`src/design/mbrms_pkg.sv`:
```
// ----------------------------------------------------------------------------
// mbrms_pkg: shared constants and types for the per-channel block RMS unit
// Accumulator width, configuration register map, register reset values, queue depth.
// ----------------------------------------------------------------------------
package mbrms_pkg;

  // Sum-of-squares accumulator width; saturates at all ones.
  localparam int unsigned SUM_W = 48;

  // Configuration port.
  localparam int unsigned CFG_IDX_W  = 1;
  localparam int unsigned CH_CFG_W   = 4;
  localparam int unsigned FRM_CFG_W  = 17;
  localparam int unsigned CFG_DATA_W = 17;

  localparam logic [CH_CFG_W-1:0]  CH_CFG_RESET  = 4'd8;
  localparam logic [FRM_CFG_W-1:0] FRM_CFG_RESET = 17'd20480;

  // Entries in the queue between front and back.
  localparam int unsigned QUEUE_DEPTH = 2;

  typedef enum logic [CFG_IDX_W-1:0] {
    REG_CHANNEL_COUNT    = 1'b0,
    REG_FRAMES_PER_BLOCK = 1'b1
  } cfg_reg_e;

endpackage

```
`src/design/mbrms_queue.sv`:
```
// ----------------------------------------------------------------------------
// mbrms_queue: small register queue between front and back
// Push/full on the write side, pop/empty on the read side.
// ----------------------------------------------------------------------------
module mbrms_queue #(
  parameter int unsigned WIDTH = 8,
  parameter int unsigned DEPTH = 2
) (
  input  logic             clk_i,
  input  logic             rst_ni,
  input  logic             push_i,
  input  logic [WIDTH-1:0] data_i,
  output logic             full_o,
  input  logic             pop_i,
  output logic [WIDTH-1:0] data_o,
  output logic             empty_o
);

  localparam int unsigned PTR_W = (DEPTH > 1) ? $clog2(DEPTH) : 1;
  localparam int unsigned CNT_W = $clog2(DEPTH + 1);

  logic [WIDTH-1:0] mem_q [DEPTH];
  logic [PTR_W-1:0] wr_ptr_q, rd_ptr_q;
  logic [CNT_W-1:0] count_q;
  logic             do_push, do_pop;

  assign full_o  = (count_q == CNT_W'(DEPTH));
  assign empty_o = (count_q == '0);
  assign do_push = push_i && !full_o;
  assign do_pop  = pop_i && !empty_o;
  assign data_o  = mem_q[rd_ptr_q];

  always_ff @(posedge clk_i) begin
    if (do_push) begin
      mem_q[wr_ptr_q] <= data_i;
    end
  end

  always_ff @(posedge clk_i or negedge rst_ni) begin
    if (!rst_ni) begin
      wr_ptr_q <= '0;
      rd_ptr_q <= '0;
      count_q  <= '0;
    end else begin
      if (do_push) begin
        wr_ptr_q <= (wr_ptr_q == PTR_W'(DEPTH - 1)) ? '0 : wr_ptr_q + PTR_W'(1);
      end
      if (do_pop) begin
        rd_ptr_q <= (rd_ptr_q == PTR_W'(DEPTH - 1)) ? '0 : rd_ptr_q + PTR_W'(1);
      end
      if (do_push && !do_pop) begin
        count_q <= count_q + CNT_W'(1);
      end else if (do_pop && !do_push) begin
        count_q <= count_q - CNT_W'(1);
      end
    end
  end

  a_count_bound: assert property (@(posedge clk_i) disable iff (!rst_ni)
    count_q <= CNT_W'(DEPTH))
    else $error("queue count beyond depth");

endmodule

```
`src/design/mbrms_front.sv`:
```
// ----------------------------------------------------------------------------
// mbrms_front: sample intake and per-channel sum of squares
// Tracks channel and frame position, squares each sample, accumulates with
// saturation, and at block end hands one sum per channel to the queue.
// ----------------------------------------------------------------------------
module mbrms_front #(
  parameter int unsigned MAX_CHANNELS = 8,
  parameter int unsigned MAX_FRAMES   = 65536,
  parameter int unsigned SAMPLE_BITS  = 16,
  localparam int unsigned CH_W   = $clog2(MAX_CHANNELS + 1),
  localparam int unsigned POS_W  = (MAX_CHANNELS > 1) ? $clog2(MAX_CHANNELS) : 1,
  localparam int unsigned FRM_W  = $clog2(MAX_FRAMES + 1),
  localparam int unsigned ITEM_W = mbrms_pkg::SUM_W + POS_W + 1
) (
  input  logic                          clk_i,
  input  logic                          rst_ni,
  input  logic                          push_i,
  input  logic signed [SAMPLE_BITS-1:0] sample_i,
  output logic                          full_o,
  input  logic [CH_W-1:0]               nch_i,
  input  logic [FRM_W-1:0]              nfr_i,
  output logic                          q_push_o,
  output logic [ITEM_W-1:0]             q_data_o,
  input  logic                          q_full_i
);

  localparam int unsigned SUM_W = mbrms_pkg::SUM_W;
  localparam int unsigned SB    = SAMPLE_BITS;
  localparam int unsigned SQ_W  = 2 * SB - 1;

  // Intake stage
  logic [POS_W-1:0] pos_q;
  logic [FRM_W-1:0] frm_q;
  logic             accept;
  logic [SB-1:0]    raw, mag;
  logic [2*SB-1:0]  prod;
  logic [CH_W-1:0]  pos_inc;
  logic [FRM_W-1:0] frm_inc;
  logic             frame_end, block_end;

  // Accumulate stage
  logic             sq_valid_q, sq_end_q;
  logic [SQ_W-1:0]  sq_q;
  logic [POS_W-1:0] sq_pos_q;
  logic [SUM_W-1:0] sums_q [MAX_CHANNELS];
  logic [POS_W-1:0] rd_idx;
  logic [SUM_W-1:0] rd_sum, sat_sum;
  logic [SUM_W:0]   acc;

  // Drain
  logic             drain_q;
  logic [POS_W-1:0] drain_cnt_q;
  logic             drain_last, drain_beat;

  assign full_o = drain_q || (sq_valid_q && sq_end_q);
  assign accept = push_i && !full_o;

  assign raw  = sample_i;
  assign mag  = raw[SB-1] ? (~raw + SB'(1)) : raw;
  assign prod = (2*SB)'(mag) * (2*SB)'(mag);

  assign pos_inc   = CH_W'(pos_q) + CH_W'(1);
  assign frm_inc   = frm_q + FRM_W'(1);
  assign frame_end = !(pos_inc < nch_i);
  assign block_end = frame_end && (frm_inc >= nfr_i);

  always_ff @(posedge clk_i or negedge rst_ni) begin
    if (!rst_ni) begin
      pos_q      <= '0;
      frm_q      <= '0;
      sq_valid_q <= 1'b0;
      sq_end_q   <= 1'b0;
      sq_pos_q   <= '0;
    end else begin
      sq_valid_q <= accept;
      if (accept) begin
        sq_pos_q <= pos_q;
        sq_end_q <= block_end;
        if (!frame_end) begin
          pos_q <= pos_inc[POS_W-1:0];
        end else begin
          pos_q <= '0;
          frm_q <= block_end ? '0 : frm_inc;
        end
      end
    end
  end

  always_ff @(posedge clk_i) begin
    if (accept) begin
      sq_q <= prod[SQ_W-1:0];
    end
  end

  // One read port shared by accumulate and drain; they never overlap.
  assign rd_idx  = drain_q ? drain_cnt_q : sq_pos_q;
  assign rd_sum  = sums_q[rd_idx];
  assign acc     = {1'b0, rd_sum} + (SUM_W+1)'(sq_q);
  assign sat_sum = acc[SUM_W] ? '1 : acc[SUM_W-1:0];

  assign drain_last = ((CH_W'(drain_cnt_q) + CH_W'(1)) == nch_i);
  assign drain_beat = drain_q && !q_full_i;
  assign q_push_o   = drain_beat;
  assign q_data_o   = {rd_sum, drain_cnt_q, drain_last};

  always_ff @(posedge clk_i or negedge rst_ni) begin
    if (!rst_ni) begin
      for (int i = 0; i < int'(MAX_CHANNELS); i++) begin
        sums_q[i] <= '0;
      end
    end else if (drain_beat && drain_last) begin
      // Clear every channel, including ones beyond the current count.
      for (int i = 0; i < int'(MAX_CHANNELS); i++) begin
        sums_q[i] <= '0;
      end
    end else if (sq_valid_q && !drain_q) begin
      sums_q[sq_pos_q] <= sat_sum;
    end
  end

  always_ff @(posedge clk_i or negedge rst_ni) begin
    if (!rst_ni) begin
      drain_q     <= 1'b0;
      drain_cnt_q <= '0;
    end else if (sq_valid_q && sq_end_q) begin
      drain_q     <= 1'b1;
      drain_cnt_q <= '0;
    end else if (drain_beat) begin
      if (drain_last) begin
        drain_q <= 1'b0;
      end
      drain_cnt_q <= drain_cnt_q + POS_W'(1);
    end
  end

  a_no_accept_in_drain: assert property (@(posedge clk_i) disable iff (!rst_ni)
    accept |-> !drain_q && !(sq_valid_q && sq_end_q))
    else $error("sample taken while block end in progress");

  a_end_starts_drain: assert property (@(posedge clk_i) disable iff (!rst_ni)
    (sq_valid_q && sq_end_q) |=> (drain_q && drain_cnt_q == '0))
    else $error("block end did not start the drain");

  a_clear_after_drain: assert property (@(posedge clk_i) disable iff (!rst_ni)
    (drain_beat && drain_last) |=> (!drain_q && sums_q[0] == '0))
    else $error("sums not cleared after last beat of drain");

endmodule

```
`src/design/mbrms_back.sv`:
```
// ----------------------------------------------------------------------------
// mbrms_back: mean and root per channel
// Restoring divide of the channel sum by the frame count, one quotient bit a
// cycle, then a digit-by-digit square root, one root bit a cycle.
// ----------------------------------------------------------------------------
module mbrms_back #(
  parameter int unsigned MAX_CHANNELS = 8,
  parameter int unsigned MAX_FRAMES   = 65536,
  parameter int unsigned SAMPLE_BITS  = 16,
  localparam int unsigned POS_W  = (MAX_CHANNELS > 1) ? $clog2(MAX_CHANNELS) : 1,
  localparam int unsigned FRM_W  = $clog2(MAX_FRAMES + 1),
  localparam int unsigned ITEM_W = mbrms_pkg::SUM_W + POS_W + 1
) (
  input  logic                   clk_i,
  input  logic                   rst_ni,
  input  logic [ITEM_W-1:0]      q_data_i,
  input  logic                   q_empty_i,
  output logic                   q_pop_o,
  input  logic [FRM_W-1:0]       nfr_i,
  output logic [SAMPLE_BITS-1:0] rms_value_o,
  output logic [POS_W-1:0]       channel_index_o,
  output logic                   last_of_block_o,
  output logic                   empty_o,
  input  logic                   pop_i
);

  localparam int unsigned SUM_W  = mbrms_pkg::SUM_W;
  localparam int unsigned ROOT_W = SUM_W / 2;
  localparam int unsigned STEP_W = $clog2(SUM_W);

  typedef enum logic [1:0] {
    ST_IDLE,
    ST_DIV,
    ST_SQRT,
    ST_DONE
  } state_e;

  state_e                 state_q;
  logic [STEP_W-1:0]      step_q;
  logic [SUM_W-1:0]       quo_q;
  logic [FRM_W-1:0]       rem_q;
  logic [ROOT_W-1:0]      root_q;
  logic [ROOT_W:0]        srem_q;
  logic [POS_W-1:0]       ch_q;
  logic                   last_q;
  logic                   out_valid_q;
  logic [SAMPLE_BITS-1:0] rms_q;
  logic [POS_W-1:0]       out_ch_q;
  logic                   out_last_q;

  logic [FRM_W:0]         rem_sh, rem_nx;
  logic                   div_ge;
  logic [ROOT_W+2:0]      srem_sh, trial, srem_nx;
  logic                   sq_ge;
  logic                   out_load;

  assign q_pop_o         = (state_q == ST_IDLE) && !q_empty_i;
  assign empty_o         = !out_valid_q;
  assign rms_value_o     = rms_q;
  assign channel_index_o = out_ch_q;
  assign last_of_block_o = out_last_q;

  // Load the result register once it is free or being popped.
  assign out_load = (state_q == ST_DONE) && (!out_valid_q || pop_i);

  // Divide step: bring down the next dividend bit.
  assign rem_sh = {rem_q, quo_q[SUM_W-1]};
  assign div_ge = (rem_sh >= {1'b0, nfr_i});
  assign rem_nx = div_ge ? (rem_sh - {1'b0, nfr_i}) : rem_sh;

  // Root step: bring down the next two radicand bits.
  assign srem_sh = {srem_q, quo_q[SUM_W-1 -: 2]};
  assign trial   = (ROOT_W+3)'({root_q, 2'b01});
  assign sq_ge   = (srem_sh >= trial);
  assign srem_nx = sq_ge ? (srem_sh - trial) : srem_sh;

  always_ff @(posedge clk_i or negedge rst_ni) begin
    if (!rst_ni) begin
      state_q     <= ST_IDLE;
      step_q      <= '0;
      quo_q       <= '0;
      rem_q       <= '0;
      root_q      <= '0;
      srem_q      <= '0;
      ch_q        <= '0;
      last_q      <= 1'b0;
      out_valid_q <= 1'b0;
      rms_q       <= '0;
      out_ch_q    <= '0;
      out_last_q  <= 1'b0;
    end else begin
      if (out_load) begin
        out_valid_q <= 1'b1;
      end else if (pop_i) begin
        out_valid_q <= 1'b0;
      end
      unique case (state_q)
        ST_IDLE: begin
          if (!q_empty_i) begin
            {quo_q, ch_q, last_q} <= q_data_i;
            rem_q   <= '0;
            step_q  <= STEP_W'(SUM_W - 1);
            state_q <= ST_DIV;
          end
        end
        ST_DIV: begin
          quo_q <= {quo_q[SUM_W-2:0], div_ge};
          rem_q <= rem_nx[FRM_W-1:0];
          if (step_q == '0) begin
            root_q  <= '0;
            srem_q  <= '0;
            step_q  <= STEP_W'(ROOT_W - 1);
            state_q <= ST_SQRT;
          end else begin
            step_q <= step_q - STEP_W'(1);
          end
        end
        ST_SQRT: begin
          quo_q  <= quo_q << 2;
          root_q <= {root_q[ROOT_W-2:0], sq_ge};
          srem_q <= srem_nx[ROOT_W:0];
          if (step_q == '0) begin
            state_q <= ST_DONE;
          end else begin
            step_q <= step_q - STEP_W'(1);
          end
        end
        ST_DONE: begin
          // Hold until the output register is free.
          if (out_load) begin
            rms_q      <= root_q[SAMPLE_BITS-1:0];
            out_ch_q   <= ch_q;
            out_last_q <= last_q;
            state_q    <= ST_IDLE;
          end
        end
        default: state_q <= ST_IDLE;
      endcase
    end
  end

  a_take_starts_div: assert property (@(posedge clk_i) disable iff (!rst_ni)
    q_pop_o |=> (state_q == ST_DIV && step_q == STEP_W'(SUM_W - 1)))
    else $error("queue beat did not start the divide");

  a_done_loads_out: assert property (@(posedge clk_i) disable iff (!rst_ni)
    (state_q == ST_DONE && (!out_valid_q || pop_i)) |=> (out_valid_q && state_q == ST_IDLE))
    else $error("finished result not loaded into output register");

endmodule

```
`src/design/multichannel_block_rms_top.sv`:
```
// ----------------------------------------------------------------------------
// multichannel_block_rms_top: per-channel RMS over blocks of interleaved samples
// Squares and accumulates each sample per channel; after a full block emits
// floor(sqrt(floor(sum / frames))) for each channel in channel order.
//
//   channel  | direction | handshake               | payload
//   ---------+-----------+-------------------------+------------------------------
//   samples  | in        | push_i / full_o         | sample_i
//   results  | out       | pop_i / empty_o         | rms_value_o, channel_index_o,
//            |           |                         | last_of_block_o
//   config   | in        | cfg_we_i (no wait)      | cfg_idx_i, cfg_data_i
//
// One sample a cycle is taken mid-block; the sample pipeline is two stages.
// At block end intake holds for the drain of the channel sums into a two-entry
// queue, one beat a cycle, and further while that queue is full.
// In the back end each result goes through taking the beat, 48 divide steps,
// 24 root steps and the load of the result register, one result at a time;
// intake resumes once the last sum is queued, while the back still works off
// up to three results.
// Reset (rst_ni, async) clears sums, positions and registers; no
// clearing pass is needed. A stalled pop holds the result register.
// ----------------------------------------------------------------------------
module multichannel_block_rms_top #(
  parameter int unsigned MAX_CHANNELS = 8,
  parameter int unsigned MAX_FRAMES   = 65536,
  parameter int unsigned SAMPLE_BITS  = 16,
  localparam int unsigned POS_W = (MAX_CHANNELS > 1) ? $clog2(MAX_CHANNELS) : 1
) (
  input  logic                                 clk_i,
  input  logic                                 rst_ni,
  input  logic                                 push_i,
  output logic                                 full_o,
  input  logic signed [SAMPLE_BITS-1:0]        sample_i,
  output logic                                 empty_o,
  input  logic                                 pop_i,
  output logic [SAMPLE_BITS-1:0]               rms_value_o,
  output logic [POS_W-1:0]                     channel_index_o,
  output logic                                 last_of_block_o,
  input  logic                                 cfg_we_i,
  input  logic [mbrms_pkg::CFG_IDX_W-1:0]      cfg_idx_i,
  input  logic [mbrms_pkg::CFG_DATA_W-1:0]     cfg_data_i
);

  localparam int unsigned CH_W      = $clog2(MAX_CHANNELS + 1);
  localparam int unsigned FRM_W     = $clog2(MAX_FRAMES + 1);
  localparam int unsigned CH_CFG_W  = mbrms_pkg::CH_CFG_W;
  localparam int unsigned FRM_CFG_W = mbrms_pkg::FRM_CFG_W;
  localparam int unsigned CMP_CW    = ((CH_W > CH_CFG_W) ? CH_W : CH_CFG_W) + 1;
  localparam int unsigned CMP_FW    = ((FRM_W > FRM_CFG_W) ? FRM_W : FRM_CFG_W) + 1;
  localparam int unsigned ITEM_W    = mbrms_pkg::SUM_W + POS_W + 1;

  logic [CH_CFG_W-1:0]  ch_cfg_q;
  logic [FRM_CFG_W-1:0] frm_cfg_q;
  logic [CH_W-1:0]      nch;
  logic [FRM_W-1:0]     nfr;

  logic                 q_push, q_full, q_pop, q_empty;
  logic [ITEM_W-1:0]    q_wdata, q_rdata;

  always_ff @(posedge clk_i or negedge rst_ni) begin
    if (!rst_ni) begin
      ch_cfg_q  <= mbrms_pkg::CH_CFG_RESET;
      frm_cfg_q <= mbrms_pkg::FRM_CFG_RESET;
    end else if (cfg_we_i) begin
      unique case (mbrms_pkg::cfg_reg_e'(cfg_idx_i))
        mbrms_pkg::REG_CHANNEL_COUNT:    ch_cfg_q  <= cfg_data_i[CH_CFG_W-1:0];
        mbrms_pkg::REG_FRAMES_PER_BLOCK: frm_cfg_q <= cfg_data_i[FRM_CFG_W-1:0];
        default: ;
      endcase
    end
  end

  // Effective counts: zero reads as one, large values clamp to the maximum.
  always_comb begin
    if (ch_cfg_q == '0) begin
      nch = CH_W'(1);
    end else if (CMP_CW'(ch_cfg_q) > CMP_CW'(MAX_CHANNELS)) begin
      nch = CH_W'(MAX_CHANNELS);
    end else begin
      nch = CH_W'(ch_cfg_q);
    end
  end

  always_comb begin
    if (frm_cfg_q == '0) begin
      nfr = FRM_W'(1);
    end else if (CMP_FW'(frm_cfg_q) > CMP_FW'(MAX_FRAMES)) begin
      nfr = FRM_W'(MAX_FRAMES);
    end else begin
      nfr = FRM_W'(frm_cfg_q);
    end
  end

  mbrms_front #(
    .MAX_CHANNELS (MAX_CHANNELS),
    .MAX_FRAMES   (MAX_FRAMES),
    .SAMPLE_BITS  (SAMPLE_BITS)
  ) u_front (
    .clk_i    (clk_i),
    .rst_ni   (rst_ni),
    .push_i   (push_i),
    .sample_i (sample_i),
    .full_o   (full_o),
    .nch_i    (nch),
    .nfr_i    (nfr),
    .q_push_o (q_push),
    .q_data_o (q_wdata),
    .q_full_i (q_full)
  );

  mbrms_queue #(
    .WIDTH (ITEM_W),
    .DEPTH (mbrms_pkg::QUEUE_DEPTH)
  ) u_queue (
    .clk_i   (clk_i),
    .rst_ni  (rst_ni),
    .push_i  (q_push),
    .data_i  (q_wdata),
    .full_o  (q_full),
    .pop_i   (q_pop),
    .data_o  (q_rdata),
    .empty_o (q_empty)
  );

  mbrms_back #(
    .MAX_CHANNELS (MAX_CHANNELS),
    .MAX_FRAMES   (MAX_FRAMES),
    .SAMPLE_BITS  (SAMPLE_BITS)
  ) u_back (
    .clk_i           (clk_i),
    .rst_ni          (rst_ni),
    .q_data_i        (q_rdata),
    .q_empty_i       (q_empty),
    .q_pop_o         (q_pop),
    .nfr_i           (nfr),
    .rms_value_o     (rms_value_o),
    .channel_index_o (channel_index_o),
    .last_of_block_o (last_of_block_o),
    .empty_o         (empty_o),
    .pop_i           (pop_i)
  );

endmodule
```
`config.mk`:
```
export PLATFORM = sky130hd
export DESIGN_NAME = multichannel_block_rms_top
export DESIGN_NICKNAME = d
export VERILOG_FILES = /design/src/design/mbrms_pkg.sv /design/src/design/mbrms_queue.sv /design/src/design/mbrms_front.sv /design/src/design/mbrms_back.sv /design/src/design/multichannel_block_rms_top.sv
export SDC_FILE = /design/constraint.sdc
export NUM_CORES = 2
export LEC_CHECK = 0
export CORE_AREA = 3 3 315 317
export CTS_CLUSTER_SIZE = 14
export DETAILED_ROUTE_END_ITERATION = 6
export DIE_AREA = 0 0 318 320
export DONT_BUFFER_PORTS = 1
export GPL_ROUTABILITY_DRIVEN = 0
export HOLD_SLACK_MARGIN = 0.05
export REMOVE_ABC_BUFFERS = 1
export SLEW_MARGIN = 10
export SYNTH_ARGS = -nofsm -noshare
export SYNTH_HDL_FRONTEND = slang
export SYNTH_SLANG_ARGS = --single-unit
```
`constraint.sdc`:
```
create_clock -name clk_i -period 5.7 [get_ports clk_i]
set_input_delay 0.285 -clock clk_i [delete_from_list [all_inputs] [get_ports clk_i]]
set_output_delay 0.285 -clock clk_i [all_outputs]
set_load 0.1 [all_outputs]
```
; Word level (Yosys, flattened, before mapping)
; Memories as Yosys holds them, arrays and structs flattened.
; Index checks and enable logic that the tools add are counted.
[totals]
out_inout_bits = 22
memories = 1
elab_cells = 169
ff_bits = 616
input_bits = 39
ramBits = 104
[classes]
n_bitwise = 6
addsub = 13
eq_ne = 10
multipliers = 1
reduce_logical = 47
mux = 49
order_cmp = 9
[mem_list]
columns = name, words, width, read_ports, rd_clocked_by_memory_dff, wr, line
row1 = u_queue.mem_q, 2, 52, 1, 0, 1, mbrms_queue.sv:22  ; logic [WIDTH-1:0] mem_q [DEPTH];
[op_table]
columns = cell, count
row1 = $mux 384, 2
row2 = $bwmux 384, 1
row3 = $mux 48, 5
row4 = $bmux 48 s3, 1
row5 = $demux 48 s3, 1
row6 = $pmux 48 s3, 1
row7 = $mux 17, 5
row8 = $mux 25, 2
row9 = $pmux 25 s2, 1
row10 = $add 48x31->49, 1
row11 = $pmux 24 s2, 1
row12 = $pmux 17 s2, 1
row13 = $mul 16x16->31, 1
row14 = $ge 27x26->1, 1
row15 = $sub 25x25->25, 1
row16 = $mux 24, 1
row17 = $ge 18x17->1, 1
row18 = $mux 6, 3
row19 = $pmux 6 s3, 1
row20 = $reduce_and 2->1, 9
row21 = $add 17x1->17 const B, 1
row22 = $ge 17x17->1, 1
row23 = $gt 17x17->1 const B, 1
row24 = $logic_not 17->1, 1
row25 = 36 further kinds, 91

; Logic depth before layout (Yosys ltp)
[depth]
ltp_word = 10
ltp_mapped = 35
mapped_depth_nobuf = 33

; Modules after synthesis
; A second synthesis with hierarchy kept.
[hier_totals]
hier_cells = 4591
area_unflattened_um2 = 45202.1
[modules_own_cells]
columns = mod, n_inst, seq_area_each_um2, area_per_inst_um2, cells_each
row1 = mbrms_front, 1, 11235.8, 31107.3, 3360
row2 = mbrms_back, 1, 3678.5, 8849.7, 974
row3 = mbrms_queue, 1, 3223.1, 4200.3, 181
row4 = multichannel_block_rms_top, 1, 529.3, 1044.8, 76

; Worst setup path before layout
; Ideal clock, no wire load.
[synth_timing]
path_kind = input port to flip-flop
from = input port sample_i[0]
to = register u_front.sq_q[30], data pin
path_buffers = 2
path_stages = 33
slack_ns = -2.741
t_arrival_ns = 8.181
cell_sequence = inv_1 -> clkbuf_1 -> ha_1 -> nand2_1 -> or2_2 -> or3_1 -> or2_2 -> o21ai_0 -> xor2_1 -> inv_1 -> clkbuf_1 -> nand2_1 -> fa_1 -> inv_1 -> fa_1 -> fa_1 -> fa_1 -> fa_1 -> inv_1 -> fa_1 -> inv_1 -> ha_1 -> a21o_1 -> a21o_1 -> a21oi_1 -> nor2_1 -> a311oi_1 -> o31ai_1 -> a41o_1 -> o41ai_1 -> o21bai_1 -> a21oi_1 -> xnor2_1
[synth_via]
elab_chain_len = 4
[synth_lines]
columns = item, line
row1 = "start, declared", multichannel_block_rms_top.sv:33  ; input logic signed [SAMPLE_BITS-1:0] sample_i,
row2 = $not 16->16, mbrms_front.sv:59  ; assign mag = raw[SB-1] ? (~raw + SB'(1)) : raw;
row3 = $add 16x1->16, mbrms_front.sv:59
row4 = $mux 16 *, mbrms_front.sv:59
row5 = $mul 16x16->31 *, mbrms_front.sv:60  ; assign prod = (2*SB)'(mag) * (2*SB)'(mag);
row6 = via u_front.prod[30], mbrms_front.sv:36  ; logic [2*SB-1:0] prod;
row7 = "end signal, assigned", mbrms_front.sv:91  ; sq_q <= prod[SQ_W-1:0];
row8 = "end, declared", mbrms_front.sv:43  ; logic [SQ_W-1:0] sq_q;
; Mark *: on every way through the listed nets, which the timed path passes. The rest lies on a longest branch.
; A chain may end at the register's enable or synchronous reset.

; Worst setup path after layout
[layout_timing]
from = input port sample_i[5]
to = register u_front.sq_q[30], data pin
; Same word-level chain as after synthesis.

==> metrics.cfg <==
[place]
placed_cells = 5809
dpl_cell_area_sq_um = 46500
io_buffers = 0
place_hpwl_mm = 74.8

[timing]
period_minus_slack_ns = 6.92
setup_slack_ns = -1.22
finalCritPeriodShare_pct = 121
drv_slew = 0
rsz0062_at_grt = yes
hold_viol_final = 585
hold_slack_ns = -0.631
fin_skew_ns = 0.0277
max_freq_mhz = 144
slew_headroom_pct = 12.6
worst_pin_slew_ns = 1.31
setup_viol = 19

[logic_synthesis]
synth.area.top_cells = dfrtp_1 (34%), edfxtp_1 (9.3%), fa_1 (7.8%), ha_1 (5.7%), o21ai_0 (5.1%)
ys_types = 86
synth_edf_count = 134
ys_warn_count = 0
synth.most_common_cell = dfrtp_1
postSynthAreaPerCell_sq_um = 9.68
synthArstFlopShare_pct = 81.4
synthCells = 4485
ys.flop_type = dfrtp_1
synth_top_area_cell = dfrtp_1
synth_top_area_share_pct = 33.5
synth_common_cells = dfrtp_1 (582), nand2_1 (478), o21ai_0 (444)
syn_area_sq_um = 43400
synth-seq-cells = 719
yosysSeqAreaShare_pct = 43.0

[grt]
grt_use_met3_pct = 2.88
grt_usage_pct = 22.2
grt_pass1_vias = 33200
gr-usage-met2_pct = 37.8
antenna_found_initial = 0
grt_overflow = 0
grt_busiest_layer = met2
grt_max_degree = 586
grt_util_met1_pct = 30.2
grt_pass1_wl_mm = 184

[die]
dieWidth_microns = 318
io_pins = 61
die_height_microns = 320
num_rows = 114
initial_core_util_pct = 45.0
dieArea_sq_um = 102000
coreArea_sq_um = 96600

[drt]
ant_nets = 0
via_per_inst = 5.59
vias = 33600
wire_per_inst_microns = 19.0
drtPass1Iterations = 7
drc = 0
routed_wl_mm = 114
drtIter0Drc = 2319

[clock_network]
clk_latency_ns = 0.65
cts.sinks = 719
cts_buffer_depth = 3
cts.clk_slew.worst_paths_ns = 0.06
numCtsBuffers = 82
cts_tree = yes
root_buffer = clkbuf_16
cts.hold.buffers_added = 24
cts_htree_levels = 3

[critical_path]
r2r-end = u_front.sums_q[219]$_DFFE_PN0P_
required_ns = 6.07
cp-start-kind = input port
critPathCaptureType = flop
regToRegSetupSlack_ns = 0.28
critical_path_arrival_ns = 7.30
rr_worst_depth = 21
setup.worst_path.class = in2reg
path_max_fanout = 7
r2r-start = u_front.drain_q$_DFFE_PN0P_

[hold_path]
hp-class = in2async

[status]
violations = hold timing, setup timing
status = finished, violations left

[layout]
area_delta_synth_final_pct = 15.6
drive_above_1_share_pct = 15.4
diodes = 0
fin_cells = 6000
fin_area_sq_um = 50200
nFillCells = 8888
num-nets-final = 5062

[job]
maxCapViolCount = 0

routing by layer:
layer | wire (microns) | part of all wire [%] | up-vias
met1 | 50500 | 44 | 16600
met5 | 0 | 0 | -
met3 | 5050 | 4.4 | 156
met2 | 55800 | 49 | 711
li1 | - | - | 16100
met4 | 2500 | 2.2 | 0
worst max path at each step:
stage | startpoint | to | cells past startpoint
final | sample_i[5] | u_front.sq_q[30]$_DFFE_PP_ | 28
after floorplan | u_front.drain_cnt_q[0]$_DFFE_PN0P_ | u_front.sums_q[383]$_DFFE_PN0P_ | 7
after global routing | sample_i[5] | u_front.sq_q[30]$_DFFE_PP_ | 28
after global placement | sample_i[0] | u_front.sq_q[30]$_DFFE_PP_ | 31
after CTS | sample_i[5] | u_front.sq_q[30]$_DFFE_PP_ | 29
after detailed placement | sample_i[1] | u_front.sq_q[29]$_DFFE_PP_ | 29
through the flow:
step / worst slack (ns) / setup TNS, ns / utilization [%] / hold slack (ns)
5_1_grt: -1.46 / -15.26 / 52.0 / -0.657
4_1_cts: -1.26 / -11.92 / 51.7 / -0.638
2_1_floorplan: -2.92 / -1002.80 / - / -0.0106
3_3_place_gp: -2.36 / -33.28 / 48.2 / 0.0624
6_report: -1.22 / -10.84 / 52.0 / -0.631
3_5_place_dp: -2.42 / -34.31 / 48.2 / 0.0625
flip-flops by register name (all words and copies together), names as in the netlist, 2 cells and up:
signal	cells
u_back.channel_index_o	3
u_front.sq_q	30
u_back.srem_q	25
u_front.sums_q	384
u_back.rem_q	17
u_back.root_q	24
u_back.rms_value_o	16
frm_cfg_q	17
u_front.frm_q	17
u_back.state_q	2
u_queue.mem_q	104
ch_cfg_q	4
u_back.step_q	6
u_front.drain_cnt_q	3
u_back.quo_q	48
u_queue.count_q	2
u_front.pos_q	3
u_back.ch_q	3
u_front.sq_pos_q	3
layout make-up:
cell class | instances | area, sq um | share of cell area [%]
multi-input cells | 3172 | 23000 | 45.8
flip-flops and latches | 719 | 18700 | 37.2
repair buffers | 350 | 2870 | 5.72
clock buffers | 114 | 2340 | 4.66
well taps | 1276 | 1600 | 3.18
inverters | 331 | 1250 | 2.48
clock inverters | 38 | 484 | 0.964
repair_timing:
action / 4_1_cts / 5_1_grt
setup endpoints to repair: 21 / 290
hold endpoints to repair: 613 / 585
pin swaps: 43 / 15
buffers inserted: 11 / 5
resized for setup: 62 / 65
cell families (layout without fill, tap and decap cells):
group / count (synthesis) / count (layout) / share of synthesized area, %
adder cells (fa/ha/maj): 367 / 367 / 13.5
XOR/XNOR: 136 / 136 / 2.74
flip-flops: 719 / 719 / 43.0
other: 2 / 12 / 0.0173
buffers and inverters: 604 / 833 / 5.36
AO/OA/AOI/OAI: 1167 / 1167 / 15.7
AND/OR/NAND/NOR: 1323 / 1323 / 13.8
multiplexers: 167 / 167 / 5.92
critical path, cell delays in order:
cell and delay [ns]:
or4_4 0.53, or3_4 0.35, or2_4 0.27, o21ai_4 0.15, xor2_2 0.26, inv_4 0.12, nand2_2 0.09, fa_1 0.44
fa_1 0.54, inv_2 0.04, fa_1 0.56, fa_1 0.45, fa_1 0.51, inv_1 0.05, fa_1 0.53, inv_1 0.04
ha_1 0.30, a21o_1 0.18, a21o_1 0.16, a21oi_2 0.16, nor2_2 0.06, a311oi_2 0.20, o31ai_2 0.12, a41o_1 0.25
o41ai_2 0.25, o21bai_1 0.12, a21oi_1 0.18, xnor2_1 0.08
placed cells by master (no fill, tap or decap), types with 45 or more instances in the layout:
| master | netlist | layout |
|---|---|---|
| o21ai_0 | 444 | 434 |
| clkbuf_16 | 0 | 82 |
| nor2_1 | 241 | 229 |
| fa_1 | 169 | 162 |
| mux4_2 | 63 | 63 |
| a21oi_1 | 156 | 146 |
| mux2_2 | 74 | 74 |
| o21ai_1 | 248 | 254 |
| dfrtp_1 | 582 | 579 |
| nand2_1 | 478 | 462 |
| a22oi_1 | 46 | 46 |
| nand3_1 | 412 | 412 |
| ha_1 | 198 | 189 |
| xor2_1 | 49 | 47 |
| nand2b_1 | 45 | 45 |
| a21o_1 | 49 | 49 |
| inv_1 | 325 | 312 |
| buf_4 | 9 | 305 |
| edfxtp_1 | 134 | 134 |
| xnor2_1 | 87 | 83 |
Power is left out: the tool's default activity adds up to more than one toggle a clock period on the data nets, which glitch-free logic cannot reach.
